--- src/sv/wafbm_pkg.sv ---
// types, constants and codes of the free block manager
// used by the front, the back and the top level
package wafbm_pkg;

  localparam int BLOCKS     = 256;
  localparam int STREAMS    = 16;
  localparam int ERASE_BITS = 16;
  localparam int BLK_W      = $clog2(BLOCKS);
  localparam int IDX_W      = $clog2(BLOCKS + 1);
  localparam int STAMP_W    = 32;
  localparam int PEND_W     = 8;
  localparam int QDEPTH     = 4;
  localparam int QPTR_W     = $clog2(QDEPTH);

  typedef enum logic [3:0] {
    KIND_ALLOC     = 4'd0,
    KIND_RELEASE   = 4'd1,
    KIND_ERASE     = 4'd2,
    KIND_PROG_ISS  = 4'd3,
    KIND_PROG_DONE = 4'd4,
    KIND_READ_ISS  = 4'd5,
    KIND_READ_DONE = 4'd6,
    KIND_GC_START  = 4'd7,
    KIND_GC_END    = 4'd8,
    KIND_QUERY     = 4'd9
  } kind_e;

  typedef enum logic [3:0] {
    OP_ALLOC, OP_RELEASE, OP_ERASE, OP_PROG_ISS, OP_PROG_DONE,
    OP_READ_ISS, OP_READ_DONE, OP_GC_START, OP_GC_END, OP_QUERY, OP_NONE
  } op_e;

  typedef enum logic [2:0] {
    ST_CLEAR, ST_IDLE, ST_SCAN, ST_READ, ST_UPDATE, ST_FINISH
  } state_e;

  typedef struct packed {
    op_e              op;
    logic [BLK_W-1:0] blk;
    logic [3:0]       tag;
    logic             map;
    logic             wear;
  } cmd_t;

  typedef struct packed {
    logic [ERASE_BITS-1:0] erase;
    logic                  in_pool;
    logic [ERASE_BITS-1:0] key;
    logic [STAMP_W-1:0]    stamp;
    logic [3:0]            stream;
    logic                  map;
    logic [PEND_W-1:0]     prog;
    logic [PEND_W-1:0]     rd;
    logic                  gc;
  } rec_t;

  typedef struct packed {
    logic             status;
    logic [7:0]       picked_block;
    logic [15:0]      erase_spread;
    logic             gc_active;
    logic             gc_allowed;
    logic             program_pending;
    logic [8:0]       free_count;
  } res_t;

endpackage

--- src/sv/wafbm_front.sv ---
// front end: takes command words, decodes the kind and queues them for the back end
// depends on wafbm_pkg
module wafbm_front import wafbm_pkg::*; (
  input  logic       clk_i,
  input  logic       rst_ni,
  input  logic       in_valid_i,
  output logic       in_ready_o,
  input  logic [3:0] kind_i,
  input  logic [7:0] block_id_i,
  input  logic [3:0] stream_tag_i,
  input  logic       for_mapping_i,
  input  logic       wear_aware_i,
  output logic       cmd_valid_o,
  input  logic       cmd_ready_i,
  output cmd_t       cmd_o
);

  cmd_t              q_mem [QDEPTH];
  logic [QPTR_W-1:0] wr_ptr_q, wr_ptr_d, rd_ptr_q, rd_ptr_d;
  logic [QPTR_W:0]   cnt_q, cnt_d;
  cmd_t              cmd_new;
  logic              push, pop;

  always_comb begin
    cmd_new.blk  = block_id_i[BLK_W-1:0];
    cmd_new.tag  = (32'(stream_tag_i) < STREAMS) ? stream_tag_i : 4'd0;
    cmd_new.map  = for_mapping_i;
    cmd_new.wear = wear_aware_i;
    unique case (kind_i)
      KIND_ALLOC:     cmd_new.op = OP_ALLOC;
      KIND_RELEASE:   cmd_new.op = OP_RELEASE;
      KIND_ERASE:     cmd_new.op = OP_ERASE;
      KIND_PROG_ISS:  cmd_new.op = OP_PROG_ISS;
      KIND_PROG_DONE: cmd_new.op = OP_PROG_DONE;
      KIND_READ_ISS:  cmd_new.op = OP_READ_ISS;
      KIND_READ_DONE: cmd_new.op = OP_READ_DONE;
      KIND_GC_START:  cmd_new.op = OP_GC_START;
      KIND_GC_END:    cmd_new.op = OP_GC_END;
      KIND_QUERY:     cmd_new.op = OP_QUERY;
      default:        cmd_new.op = OP_NONE;
    endcase
  end

  assign in_ready_o  = (cnt_q != (QPTR_W+1)'(QDEPTH));
  assign cmd_valid_o = (cnt_q != '0);
  assign cmd_o       = q_mem[rd_ptr_q];
  assign push        = in_valid_i && in_ready_o;
  assign pop         = cmd_valid_o && cmd_ready_i;

  always_comb begin
    wr_ptr_d = push ? wr_ptr_q + 1'b1 : wr_ptr_q;
    rd_ptr_d = pop ? rd_ptr_q + 1'b1 : rd_ptr_q;
    cnt_d    = cnt_q + (QPTR_W+1)'(push) - (QPTR_W+1)'(pop);
  end

  always_ff @(posedge clk_i or negedge rst_ni) begin
    if (!rst_ni) begin
      wr_ptr_q <= '0;
      rd_ptr_q <= '0;
      cnt_q    <= '0;
    end else begin
      wr_ptr_q <= wr_ptr_d;
      rd_ptr_q <= rd_ptr_d;
      cnt_q    <= cnt_d;
    end
  end

  always_ff @(posedge clk_i) begin
    if (push) q_mem[wr_ptr_q] <= cmd_new;
  end

endmodule

--- config.mk ---
export PLATFORM = sky130hd
export DESIGN_NAME = wafbm_front
export DESIGN_NICKNAME = d
export VERILOG_FILES = /design/src/sv/wafbm_pkg.sv /design/src/sv/wafbm_front.sv
export SDC_FILE = /design/constraint.sdc
export NUM_CORES = 1
export LEC_CHECK = 0
export ABC_CLOCK_PERIOD_IN_PS = 2130
export BUFFER_PORTS_ARGS = -buffer_cell sky130_fd_sc_hd__buf_2
export CORE_MARGIN = 2
export CORE_UTILIZATION = 51
export DETAILED_ROUTE_END_ITERATION = 12
export HOLD_SLACK_MARGIN = 0.06
export MAX_ROUTING_LAYER = met4
export PLACE_DENSITY = 0.81
export SKIP_CTS_REPAIR_TIMING = 1
export SLEW_MARGIN = 20
export SYNTH_ARGS = -nofsm -noshare
export SYNTH_HDL_FRONTEND = slang
export SYNTH_SLANG_ARGS = --single-unit
--- constraint.sdc ---
create_clock -name clk_i -period 2.13 [get_ports clk_i]
set_input_delay 0.639 -clock clk_i [delete_from_list [all_inputs] [get_ports clk_i]]
set_output_delay 0.639 -clock clk_i [all_outputs]
set_load 0.05 [all_outputs]
# --- After elaboration in Yosys (flattened, before gate mapping) ---
# Memories as Yosys holds them, arrays and structs flattened.
# Cells that the tools add are included.
word_totals:
  romBits: 64
  n_memories: 2
  wordCells: 15
  in_bits: 22
  latchBits: 0
  regBits: 7
  ramBits: 72
classes:
  addsub: 4
  order_cmp: 0
  n_bitwise: 0
  eq_ne: 1
  mux: 2
  mul: 0
  n_div: 0
  reduce_logical: 3
  n_shift: 0
mem_list:
  columns: ["memory", "depth", "word_bits", "read_ports", "rd_clocked_by_memory_dff", "write_ports", "line_no", "source"]
  rows:
  - ["q_mem", 4, 18, 1, 0, 1, "wafbm_front.sv:18", "cmd_t q_mem [QDEPTH];"]
  - ["(no name shown)", 16, 4, 1, 0, 0, "wafbm_front.sv:29", "unique case (kind_i)"]
op_table:
  columns: ["operator", "n"]
  rows:
  - ["2-bit by 1-bit adder with 2-bit output, second input constant", 2]
  - ["3-bit by 1-bit adder with 3-bit output", 1]
  - ["3-bit != test, second input constant", 1]
  - ["3-bit nonzero test", 1]
  - ["3-bit by 1-bit subtractor with 3-bit output", 1]
  - ["1-bit logical AND", 2]
  - ["1-bit two-way mux", 2]

# --- Longest topological paths before layout ---
# Gate-level depths: netlist of run 1.
depth:
  word_depth: 4
  depth_mapped: 8

# --- Worst setup path before layout of run 1 ---
# Ideal clock, no wire load.
synth_path:
  path_kind: "flip-flop to flip-flop"
  from: "reg cnt_q[1]"
  to: "reg cnt_q[2]"
  t_required_ns: 2.007
  path_stages_with_launch: 8
  period_less_slack_ns: 1.984
  slack_ns: 0.146
  arrival_time_ns: 1.861
  cell_sequence: "dfrtp_1 o31a_1 ha_1 inv_1 ha_1 fa_1 xnor2_1 xnor2_1"
synth_via:
  elab_cells_between_ends: 6
synth_lines:
  columns: ["element", "line_no", "source"]
  rows:
  - ["from (decl)", "wafbm_front.sv:20", "logic [QPTR_W:0] cnt_q, cnt_d;"]
  - ["from (signal assigned)", "wafbm_front.sv:64", "cnt_q <= cnt_d;"]
  - ["3-bit nonzero test", "wafbm_front.sv:45", "assign cmd_valid_o = (cnt_q != '0);"]
  - ["1-bit logical AND", "wafbm_front.sv:48", "assign pop = cmd_valid_o && cmd_ready_i;"]
  - ["net pop", "wafbm_front.sv:22", "logic push, pop;"]
  - ["3-bit by 1-bit subtractor with 3-bit output", "wafbm_front.sv:53", "cnt_d = cnt_q + (QPTR_W+1)'(push) - (QPTR_W+1)'(pop);"]
  - ["net cnt_d[2]", "wafbm_front.sv:20", null]
# The timed path passes the listed nets, and every way through them passes these cells.
# A chain may end at the register's enable or synchronous reset.

==> results of run 1 <==
-- worst reg2reg max path: stages, from the launching register on --
cell	delay, ns
dfrtp_2	0.44
o31a_1	0.32
ha_1	0.31
inv_2	0.04
ha_2	0.17
fa_2	0.35
xnor2_2	0.15
xnor2_1	0.19
-- sequential cells by signal, indices dropped and copies added, names as in the netlist --
signal and cells:
cnt_q 3, q_mem 72, wr_ptr_q 2, rd_ptr_q 2
-- synth_stat cells, types with 2 or more instances --
master | n | area share
inv_1 | 6 | 0.0073
edfxtp_1 | 72 | 0.70
mux4_2 | 18 | 0.13
nand4bb_1 | 2 | 0.0073
dfrtp_1 | 7 | 0.057
ha_1 | 6 | 0.024
o211ai_1 | 2 | 0.0048
nand2b_1 | 4 | 0.0081
and3b_1 | 4 | 0.011
buf_6 | 2 | 0.0073
xnor2_1 | 3 | 0.0085
-- final cells by class --
| class | instances | area share |
|---|---|---|
| timing repair buffer | 61 | 0.1295 |
| tap | 75 | 0.02411 |
| clock buffer | 11 | 0.03375 |
| multi-input combinational | 50 | 0.1842 |
| clock inverter | 5 | 0.02122 |
| sequential | 79 | 0.6014 |
| inverter | 6 | 0.005786 |
-- power groups by stage --
| stage | logic [uW] | clock network [uW] | registers (uW) |
|---|---|---|---|
| 3_5_place_dp | 2430 | 0 | 2250 |
| 5_1_grt | 3100 | 1260 | 2250 |
| 2_1_floorplan | 1860 | 0 | 2210 |
| 3_3_place_gp | 2340 | 0 | 2210 |
| 6_report | 2930 | 1160 | 2220 |
| 4_1_cts | 2430 | 1190 | 2220 |
-- metal layers --
layer	vias up	routed length [um]	GRT usage
li1	704	-	-
met1	799	2177	0.1930
met2	42	3160	0.3024
met3	5	188	0.04945
met4	0	49	0.08500
met5	-	0	-
-- per-stage QoR --
| stage | total power (uW) | setup WS (ns) | hold WS, ns |
|---|---|---|---|
| after floorplan | 4066 | 0.1459 | 0.3434 |
| final | 6314 | -0.1579 | 0.1239 |
| after detailed placement | 4681 | -0.1080 | 0.4816 |
| after global routing | 6601 | -0.2275 | 0.1102 |
| after CTS | 5844 | -0.2157 | 0.1071 |
| after global placement | 4557 | 0.04854 | 0.4742 |
-- worst paths after layout --
path / startpoint / endpoint / slack (ns)
setup / recovery: rd_ptr_q[0] / cmd_o[15] / -0.16
hold reg to reg: wr_ptr_q[1] / wr_ptr_q[1] / 0.61
min in group clk_i: block_id_i[3] / q_mem[0][9] / 0.52
hold / removal: rst_ni / cnt_q[0] / 0.12
setup reg to reg: cnt_q[0] / cnt_q[2] / 0.08
max in group asynchronous: rst_ni / rd_ptr_q[0] / 1.83
-- cell families (layout without fill, tap and decap cells) --
group | Yosys count | after routing | share of synthesized area
mux | 18 | 18 | 0.1308
fa+ha+maj | 7 | 7 | 0.03068
simple gates | 15 | 15 | 0.03997
compound gates | 6 | 6 | 0.01453
flops | 79 | 79 | 0.7541
buf+inv | 10 | 83 | 0.01857
xor+xnor | 4 | 4 | 0.01131
==> impl_results.md, run 1 <==
* Run status: finished, violations left
* Failing checks: negative setup slack
* Switching Fraction at 0.3690
* Post-DR wirelength/cell at approximately 19 um
* Multi-input gate area at 716.9 um^2
* R2R depth at 7
* Vias after detailed routing at 1550
* Combinational share of power at 0.464
* Nets at 236
* Int Power at approximately 4000 uW
* H-tree depth reported by CTS at 3
* Clock share of power at 0.184
* DR iter-0 viols at 69
* Die width at 81.96 um
* Slowest stage delay, CP at 0.51 ns
* Finished Cell Area at 3892 um^2
* Crit path cell chain: clkbuf_16, mux4_2, buf_6
* DRC Markers at 0
* Core area at approximately 5900 um^2
* Critical Path Sink Type: output port
* Leak at 0.001432 uW
* Worst skew pair latency at 0.34 ns
* GRT Total Usage at 0.1780
* CP required at 1.49 ns
* Sequential fraction of the synthesis area at 0.7541
* Longest Clk Path Bufs at 2
* Yosys Warn Count at 0
* Startpoint Class: register
* Final Max Slew Viols at 0
* Slew @ Worst Pin at 0.3710 ns
* CP Class: reg -> out
* Fraction of registers with async set/reset at 0.08861
* Rows at 28
* Skew final at 0.007151 ns
* CP top delay family: multiplexers
* PortBufs at 41
* Die footprint at 6717 um^2
* Overflow after GRT at 0
* Antenna viol nets, final at 0
* Die H at 81.96 um
* Maximum VDD drop at 0.0009428 V
* Synth cell types at 24
* Non-filler instance count after layout at roughly 290
* Proportion of layout cells with a drive suffix above 1 at 0.4764
* Sw power at 2330 uW
* Final hold viol count at 0
* Setup ws final at -0.1579 ns
* DP Cell Count at 265
* Vias in the first global route at 1658
* First-pass GRT wire length at around 8000 um
* Setup tns final at -2.391 ns
* Slew headroom at 0.7487
* Ys flop type: edfxtp_1
* Max Cap Violations at 0
* Clock Sinks at 79
* Via density at 5.401
* Flop pwr share at 0.352
* Critical path depth at 3
* First-pass DRT Iterations at 4
* CTS Buf Count at 9
* Post-DP HPWL at 3656 um
* Area post-placement at roughly 3500 um^2
* CTS tree: yes
* Filler cells at 376
* Crit-path slowest cell: mux4_2
* Critical path fanouts, max at 7
* Arrival @ worst endpoint at 1.65 ns
* Buffers & Inverters on Critical Path at 2
* CTS clock-pin slew for the worst setup and hold paths at roughly 0.070 ns
* Post-synth EDFFs at 72
* Diodes inserted at 0
* Most frequent cells in the layout: edfxtp_1, buf_2, buf_6, mux4_2, buf_4
* Fmax at 437.1 MHz
* Routability congestion estimate from global placement at 0.7785
* RSZ-0062 raised after global routing: true
* Io pins at 42
* Final Setup Violations at 18
* Pin count of the biggest net entering global routing at 19
* Syn avg cell area at 22.30 um^2
* CTS Root Cell: clkbuf_8
* Syn Std Cell Area at a little over 3000 um^2
* Seq cells post-synth at 79
* Initial Util at 0.5266
* Drt total wl at 5575 um
* Util after Layout at 0.6614
* Initial antenna violation count at 0
* Sequential cell area at 2341 um^2
* P per Cell Area at 1622 nW/um^2
* Area growth, synth to finish at 25.60%
* Crit share post-route at 1.074
* Mapped Cells at 139
* Leading cell type in the layout, fill and taps excluded: edfxtp_1
* Hold Crit Class: in -> async
* Min Tclk post-route at 2.288 ns
* Net count after synthesis at between 150 and 200
Note: power is estimated with default switching activity, not from simulation.
==> run 2, diff against run 1 <==
--- a/config.mk
+++ b/config.mk
@@ -9,6 +9,7 @@
 export BUFFER_PORTS_ARGS = -buffer_cell sky130_fd_sc_hd__buf_2
 export CORE_MARGIN = 2
 export CORE_UTILIZATION = 51
+export CTS_BUF_LIST = sky130_fd_sc_hd__clkbuf_8 sky130_fd_sc_hd__clkbuf_16
 export DETAILED_ROUTE_END_ITERATION = 12
 export HOLD_SLACK_MARGIN = 0.06
 export MAX_ROUTING_LAYER = met4
==> run 2 against run 1 <==
Against the previous run:
- the flow still finishes with violations (negative setup slack)
- critical path depth stayed put
- critical endpoint unchanged
- critical path type unchanged
- cell count did not move
- non-clock buffer count did not move
- clock skew unchanged
==> impl_results.md, run 2 (synthesized netlist as in run 1, its figures left out) <==
* Leading cell type in the layout, fill and taps excluded: edfxtp_1 (unchanged)
* CTS Root Cell: clkbuf_8 (unchanged)
* Drt total wl at 5575 um (unchanged)
* Post-DR wirelength/cell at 19.43 um (unchanged)
* GRT Total Usage at 0.1780 (unchanged)
* First-pass DRT Iterations at 4 (unchanged)
* Hold Crit Class: in -> async (unchanged)
* Via density at 5.401 (unchanged)
* Post-DP HPWL at 3656 um (unchanged)
* Filler cells at 376 (unchanged)
* Non-filler instance count after layout at 287 (unchanged)
* DP Cell Count at 265 (unchanged)
* DRC Markers at 0 (unchanged)
* Io pins at 42 (unchanged)
* Initial Util at 0.5266 (unchanged)
* DR iter-0 viols at 69 (unchanged)
* Slew headroom at 0.7487 (unchanged)
* Overflow after GRT at 0 (unchanged)
* Skew final at 0.007151 ns (unchanged)
* Vias in the first global route at 1658 (unchanged)
* Pre-CTS setup slack at -0.1080 ns (unchanged)
* Initial antenna violation count at 0 (unchanged)
* Diodes inserted at 0 (unchanged)
* Rows at 28 (unchanged)
* Most frequent cells in the layout: edfxtp_1, buf_2, buf_6, mux4_2, buf_4 (unchanged)
* Final hold viol count at 0 (unchanged)
* Slew @ Worst Pin at 0.3710 ns (unchanged)
* Core area at 5886 um^2 (unchanged)
* CP Class: reg -> out (unchanged)
* Setup ws final at -0.1579 ns (unchanged)
* Maximum VDD drop at 0.0009428 V (about the same)
* CTS Buf Count at 9 (unchanged)
* Sequential cell area at 2341 um^2 (unchanged)
* RSZ-0062 raised after global routing: true (unchanged)
* Die H at 81.96 um (unchanged)
* Startpoint Class: register (unchanged)
* Proportion of layout cells with a drive suffix above 1 at 0.4764 (unchanged)
* Vias after detailed routing at 1550 (unchanged)
* Power, Total at 6305 uW (was 6314 uW)
* Final Max Slew Viols at 0 (unchanged)
* Max Cap Violations at 0 (unchanged)
* Largest register FFs at 72 (unchanged)
* CP required at 1.49 ns (about the same)
* Crit share post-route at 1.074 (unchanged)
* Failing checks: negative setup slack (unchanged)
* Routability congestion estimate from global placement at 0.7785 (unchanged)
* Hold slack at 0.1239 ns (unchanged)
* Multi-input gate area at 716.9 um^2 (unchanged)
* CTS clock-pin slew for the worst setup and hold paths at 0.07 ns (about the same)
* Area growth, synth to finish at 25.60% (unchanged)
* CTS tree: yes (unchanged)
* Most flop-heavy register: q_mem (unchanged)
* Biggest regs: q_mem (72), cnt_q (3) (unchanged)
* Fmax at 437.1 MHz (unchanged)
* Leak at 0.001440 uW (was 0.001432 uW)
* Longest Clk Path Bufs at 2 (unchanged)
* Antenna viol nets, final at 0 (unchanged)
* Arrival @ worst endpoint at 1.65 ns (about the same)
* Clock Sinks at 79 (unchanged)
* Nets at 236 (unchanged)
* Min Tclk post-route at 2.288 ns (unchanged)
* Critical Path Sink Type: output port (unchanged)
* Die width at 81.96 um (unchanged)
* H-tree depth reported by CTS at 3 (unchanged)
* First-pass GRT wire length at 8031 um (unchanged)
* Die footprint at 6717 um^2 (unchanged)
* Final Setup Violations at 18 (unchanged)
* Critical path fanouts, max at 7 (unchanged)
* P per Cell Area at 1620 nW/um^2 (was 1622 nW/um^2)
* Worst skew pair latency at 0.34 ns (about the same)
* Run status: finished, violations left (unchanged)
* Setup tns final at -2.391 ns (about the same)
* PortBufs at 41 (unchanged)
* Pin count of the biggest net entering global routing at 19 (unchanged)
[run 2: cell types whose count changed in the layout (fill, tap and decap cells not counted)]
| cell | change |
|---|---|
| clkbuf_1 | -2 |
| inv_1 | +2 |
[run 2: critical path, stage by stage (launching register included)]
cell	delay [ns]
dfrtp_2	0.44
clkbuf_16	0.19
mux4_2	0.51
buf_6	0.17
[run 2: path summary, 6_finish.rpt]
path / from / endpoint / slack (ns) / cells after the start
setup / recovery: rd_ptr_q[0] / cmd_o[15] / -0.16 / 3
hold / removal: rst_ni / cnt_q[0] / 0.12 / 1
setup reg to reg: cnt_q[0] / cnt_q[2] / 0.08 / 7
hold reg to reg: wr_ptr_q[1] / wr_ptr_q[1] / 0.61 / 2
max in group asynchronous: rst_ni / rd_ptr_q[0] / 1.83 / 1
min in group clk_i: block_id_i[3] / q_mem[0][9] / 0.52 / 1
[run 2: final cells by class]
cell class                      count  share of cell area
Sequential cell                    79              0.6014
Multi-Input combinational cell     50              0.1842
Timing Repair Buffer               61              0.1295
Clock buffer                        9             0.03182
Tap cell                           75             0.02411
Clock inverter                      7             0.02314
Inverter                            6            0.005786
[run 2: stage by stage]
stage,cell area (um^2),util
after floorplan,3099,-
after global placement,3481,0.5914
after detailed placement,3481,0.5914
after CTS,3695,0.6278
after global routing,3892,0.6614
final,3892,0.6614
[run 2: power by group]
group	leakage, uW	switching, uW	internal [uW]	total, uW
registers	0.000740	149	2070	2220
logic	0.000585	1680	1250	2930
clock network	0.000116	501	653	1150
total	0.00144	2330	3970	6300
[run 2: layer usage]
layer | routed length (um) | up-vias | GRT usage
met4 | 49 | 0 | 0.08500
met2 | 3160 | 42 | 0.3024
met3 | 188 | 5 | 0.04945
met5 | 0 | - | -
met1 | 2176 | 799 | 0.1930
li1 | - | 704 | -
